===== src/assert_macros.svh =====
// Assertion helpers shared by the RTL. All checks run on clk and are off during rst.
`ifndef ASSERT_MACROS_SVH
`define ASSERT_MACROS_SVH

// Same-cycle implication.
`define ASSERT_IMPLIES(label, ante, cons) \
  label: assert property (@(posedge clk) disable iff (rst) (ante) |-> (cons)) \
    else $error("assertion failed: same-cycle implication");

// Next-cycle implication.
`define ASSERT_NEXT(label, ante, cons) \
  label: assert property (@(posedge clk) disable iff (rst) (ante) |=> (cons)) \
    else $error("assertion failed: next-cycle implication");

`endif


===== src/sapsq_pkg.sv =====
package sapsq_pkg;

  localparam int MAX_FRAMES = 256;
  localparam int FRAME_AW   = $clog2(MAX_FRAMES);
  localparam int COUNT_W    = $clog2(MAX_FRAMES + 1);

  // remainder divider: 33-bit dividend, one quotient bit per step
  localparam int DIV_STEPS  = 33;
  localparam int DIV_CNT_W  = $clog2(DIV_STEPS);

  localparam logic [12:0] SPEED_MAX = 13'd4096;

  // operation codes
  localparam logic [2:0] OP_LOAD  = 3'd0;
  localparam logic [2:0] OP_PLAY  = 3'd1;
  localparam logic [2:0] OP_PAUSE = 3'd2;
  localparam logic [2:0] OP_STOP  = 3'd3;
  localparam logic [2:0] OP_SEEK  = 3'd4;
  localparam logic [2:0] OP_STEP  = 3'd5;
  localparam logic [2:0] OP_TICK  = 3'd6;

  // configuration register indexes
  localparam logic [1:0] REG_CLIP_DURATION  = 2'd0;
  localparam logic [1:0] REG_LOOPING        = 2'd1;
  localparam logic [1:0] REG_PLAYBACK_SPEED = 2'd2;
  localparam logic [1:0] REG_FRAME_COUNT    = 2'd3;

  typedef struct packed {
    logic [2:0]         operation;
    logic [7:0]         frame_slot;
    logic [31:0]        frame_length;
    logic [31:0]        time_amount;
    logic signed [15:0] frame_offset;
  } cmd_item_t;

  typedef struct packed {
    logic        accepted;
    logic [7:0]  current_frame;
    logic [31:0] time_in_frame;
    logic [31:0] clip_time;
    logic        is_playing;
    logic        is_finished;
  } rsp_item_t;

  // shared adder/subtractor request
  typedef struct packed {
    logic [32:0] a;
    logic [32:0] b;
    logic        sub;
  } alu_req_t;

  typedef enum logic [3:0] {
    ST_IDLE,
    ST_EXEC,
    ST_TADD,
    ST_TCMP,
    ST_DIV,
    ST_DIV_END,
    ST_SUM_START,
    ST_SUM,
    ST_LOC_START,
    ST_LOC,
    ST_DONE
  } state_t;

endpackage


===== src/sapsq_alu.sv =====
// 33-bit add / subtract; res[33] is the borrow on subtract.
module sapsq_alu (
  input  sapsq_pkg::alu_req_t req,
  output logic [33:0]         res
);

  always_comb begin
    if (req.sub) begin
      res = {1'b0, req.a} - {1'b0, req.b};
    end else begin
      res = {1'b0, req.a} + {1'b0, req.b};
    end
  end

endmodule


===== config.mk =====
export PLATFORM = sky130hd
export DESIGN_NAME = sapsq_alu
export DESIGN_NICKNAME = d
export VERILOG_FILES = /design/src/assert_macros.svh /design/src/sapsq_pkg.sv /design/src/sapsq_alu.sv
export SDC_FILE = /design/constraint.sdc
export NUM_CORES = 1
export LEC_CHECK = 0
export CORE_MARGIN = 5
export CORE_UTILIZATION = 45
export DETAILED_ROUTE_END_ITERATION = 7
export DONT_BUFFER_PORTS = 1
export PLACE_DENSITY = 0.69
export SYNTH_ARGS = -nofsm -noshare
export SYNTH_HDL_FRONTEND = slang
export SYNTH_SLANG_ARGS = --single-unit

===== constraint.sdc =====
create_clock -name vclk -period 5.4
set_clock_uncertainty 0.2 [all_clocks]
set_input_delay 1.08 -clock vclk [all_inputs]
set_output_delay 1.08 -clock vclk [all_outputs]
set_load 0.1 [all_outputs]

==> reports/metrics.cfg <==
[power_and_ir_drop]
p_clk_share_pct=0
irDropWorstVdd_v=0.000369
power.switching_w=0.00109
power.total_w=0.00175
p_comb_share_pct=100.0
power_frac_seq_pct=0
p_int_w=0.000651
leakagePower_nw=2.10
swShare_pct=62.7
power_density_mw_per_mm2=365

[synthesis]
synth_top_family_by_area=compound AO/OA/AOI/OAI gates
yosys.area.top_type=xnor2_1
synth_common_cells=a21oi_1, xnor2_1, ha_1, nor2_1, nand2_1
synth.avg_cell_area_um2=6.66
synthCells=367
yosysTopAreaCellShare_pct=19.4
syn_area_mm2=0.00244
synth_warnings=0
synth_compound_area_share_pct=30.5
syn-num-nets=469
synth_area_leaders=xnor2_1, ha_1, a21oi_1
synth_most_common_cell=a21oi_1
synth.distinct_cells=40
synthXorXnorAreaFrac_pct=22.2
ys_seq_area_share_pct=0
synth_fa_ha_area_share_pct=18.2
synthMuxAreaShare_pct=0.410
synth_simple_gate_area_share_pct=23.5

[global_route]
overflow=0
grt_pass1_wl_mm=17.2
grtUsageTotal_pct=28.9
antenna_found_initial=0
grt_pass1_vias=3628
grt_max_degree=34

[route]
wl_per_cell_um=22.9
dr.first_iter.drc_count=368
viasPerCell=6.59
vias=3778
antenna_left=0
first_pass_iters=5
drc=0
totalWireLength_mm=13.1

[hold_path]
hold_class=input port to output port
holdCritStartpoint=req[0]
whs_endpoint=res[33]
whs_path_depth=3

[floorplanning]
ios=101
die_area_mm2=0.00700
core_mm2=0.00520
initial_utilization_pct=46.9
rows=26
die_w_um=83.7
die-height_um=83.7

[cells_and_area]
nets=607
seqCellArea_um2=0
clkbuf_count=0
area_growth_pct=95.7
drive_above_1_share_pct=53.3
fin_area_mm2=0.00478
n_antenna_cell=0
seq_cell_count=0

[critical_path]
cp_common_cell=or4_4
cp-end-kind=output port
startpoint_type=input port
critical_path_arrival_ns=4.81
crit_chain=or4_4 -> nor4_4 -> nand2b_2 -> or4_4 -> nor3b_4 -> nor2_1 -> xnor2_1 -> ha_1 -> nand2_4 -> or3_4 -> o32ai_4 -> a211oi_2 -> o31ai_4 -> a221oi_4 -> xnor2_4 -> buf_12
crit_path_max_fanout=4
path_class=input port to output port
slowest_delay_ns=0.54
crit_path_top_delay_cell=or4_4
worstPathRequired_ns=4.12

[clock_tree]
holdBufCountCts=0

[placed_design]
place_ws_ns=-0.515
hpwlAfterDp_mm=8.32
globalplace.congestion=0.978
port_buffers=0
postPlaceCellArea_mm2=0.00431

[timing]
relSlewSlack_pct=44.4
hold_violations=0
post-route-period-util_pct=113
grt_setup_unrepaired=true
max_freq_mhz=164
post-route-min-period_ns=6.09
setup_slack_ns=-0.688
worstMarginPinSlew_ns=0.833
final_max_slew_viol_count=0
setup_viol=12

[flow_run]
maxCapViolations=0

[run_status]
status=finished with violations
failed_checks=negative setup slack

[worst max-delay path, delay by kind of cell]
| family | cells | cell delay (ns) |
|---|---|---|
| and+or+nand+nor | 8 | 1.97 |
| AOI/OAI and AO/OA | 4 | 0.88 |
| adders and majority gates | 1 | 0.38 |
| xor gates and xnor gates | 2 | 0.33 |
| buffers and inverters | 1 | 0.20 |
[logic make-up after synthesis]
group / Yosys count
AO/OA/AOI/OAI: 124
XOR/XNOR: 62
adder cells (fa/ha/maj): 35
buffers and inverters: 34
multiplexers: 1
AND/OR/NAND/NOR: 111
[worst max path at each step]
stage,slack (ns),cells past startpoint,endpoint,start
after floorplan,-0.62,14,res[31],req[16]
after global placement,-0.39,16,res[31],req[16]
after detailed placement,-0.51,16,res[31],req[16]
after CTS,-0.48,16,res[31],req[16]
after global routing,-0.83,16,res[31],req[16]
final,-0.69,16,res[31],req[16]
[what timing repair did]
action / in CTS / in global routing
endpoints found under the setup margin: 13 / 19
gates resized for setup: 46 / 41
setup buffers: 12 / 9
pin swaps: 33 / 33
[cell type report]
type / count / area [um^2]
Tap cell: 70 / 87.6
Multi-Input combinational cell: 333 / 3200
Timing Repair Buffer: 151 / 1420
Inverter: 19 / 71.3
Fill cell: 183 / 423
[routing by layer]
metal,up-vias,track usage (%),share of wire [%]
met4,0,7.60,7.4
li1,1597,-,-
met3,113,6.02,11
met2,341,54.6,48
met5,-,0,0
met1,1727,32.6,33
[metrics by stage]
| stage | TNS, ns | hold slack, ns | util, % | instances |
|---|---|---|---|---|
| CTS | -2.89 | 2.36 | 88.2 | 568 |
| global placement | -2.81 | 2.36 | 82.7 | 556 |
| finish | -4.94 | 2.36 | 91.9 | 573 |
| global route | -6.69 | 2.37 | 91.9 | 573 |
| floorplan | -4.42 | 2.42 | - | 367 |
| detailed placement | -3.41 | 2.36 | 82.7 | 556 |
[power groups by stage]
stage,Sequential [W],Clock [W],Combinational (W)
6_report,0,0,0.00175
5_1_grt,0,0,0.00180
4_1_cts,0,0,0.00166
3_5_place_dp,0,0,0.00160
3_3_place_gp,0,0,0.00158
2_1_floorplan,0,0,0.00109
[cells in the final DEF (no fill, tap or decap), types with 3 or more instances in the layout]
cell type    n
o21bai_2     3
nor2_2       4
a21oi_2     22
o21ai_1      5
buf_4      121
ha_1        29
a31oi_2      4
nor3_1       7
a21oi_1     33
nor3b_4      3
xor2_2       3
nand2_1     23
buf_12      20
nand4_1      9
nor2_1      29
a31oi_1      5
xnor2_4     11
o21ai_0      9
o21ai_2      5
inv_1       19
xnor2_2     14
nand2_2      4
a21o_1       7
o21a_1       6
xor2_4       5
buf_6       10
nor2b_1      3
ha_2         3
nand3_1      3
xnor2_1     29
Note: power is estimated with default switching activity, not from simulation.
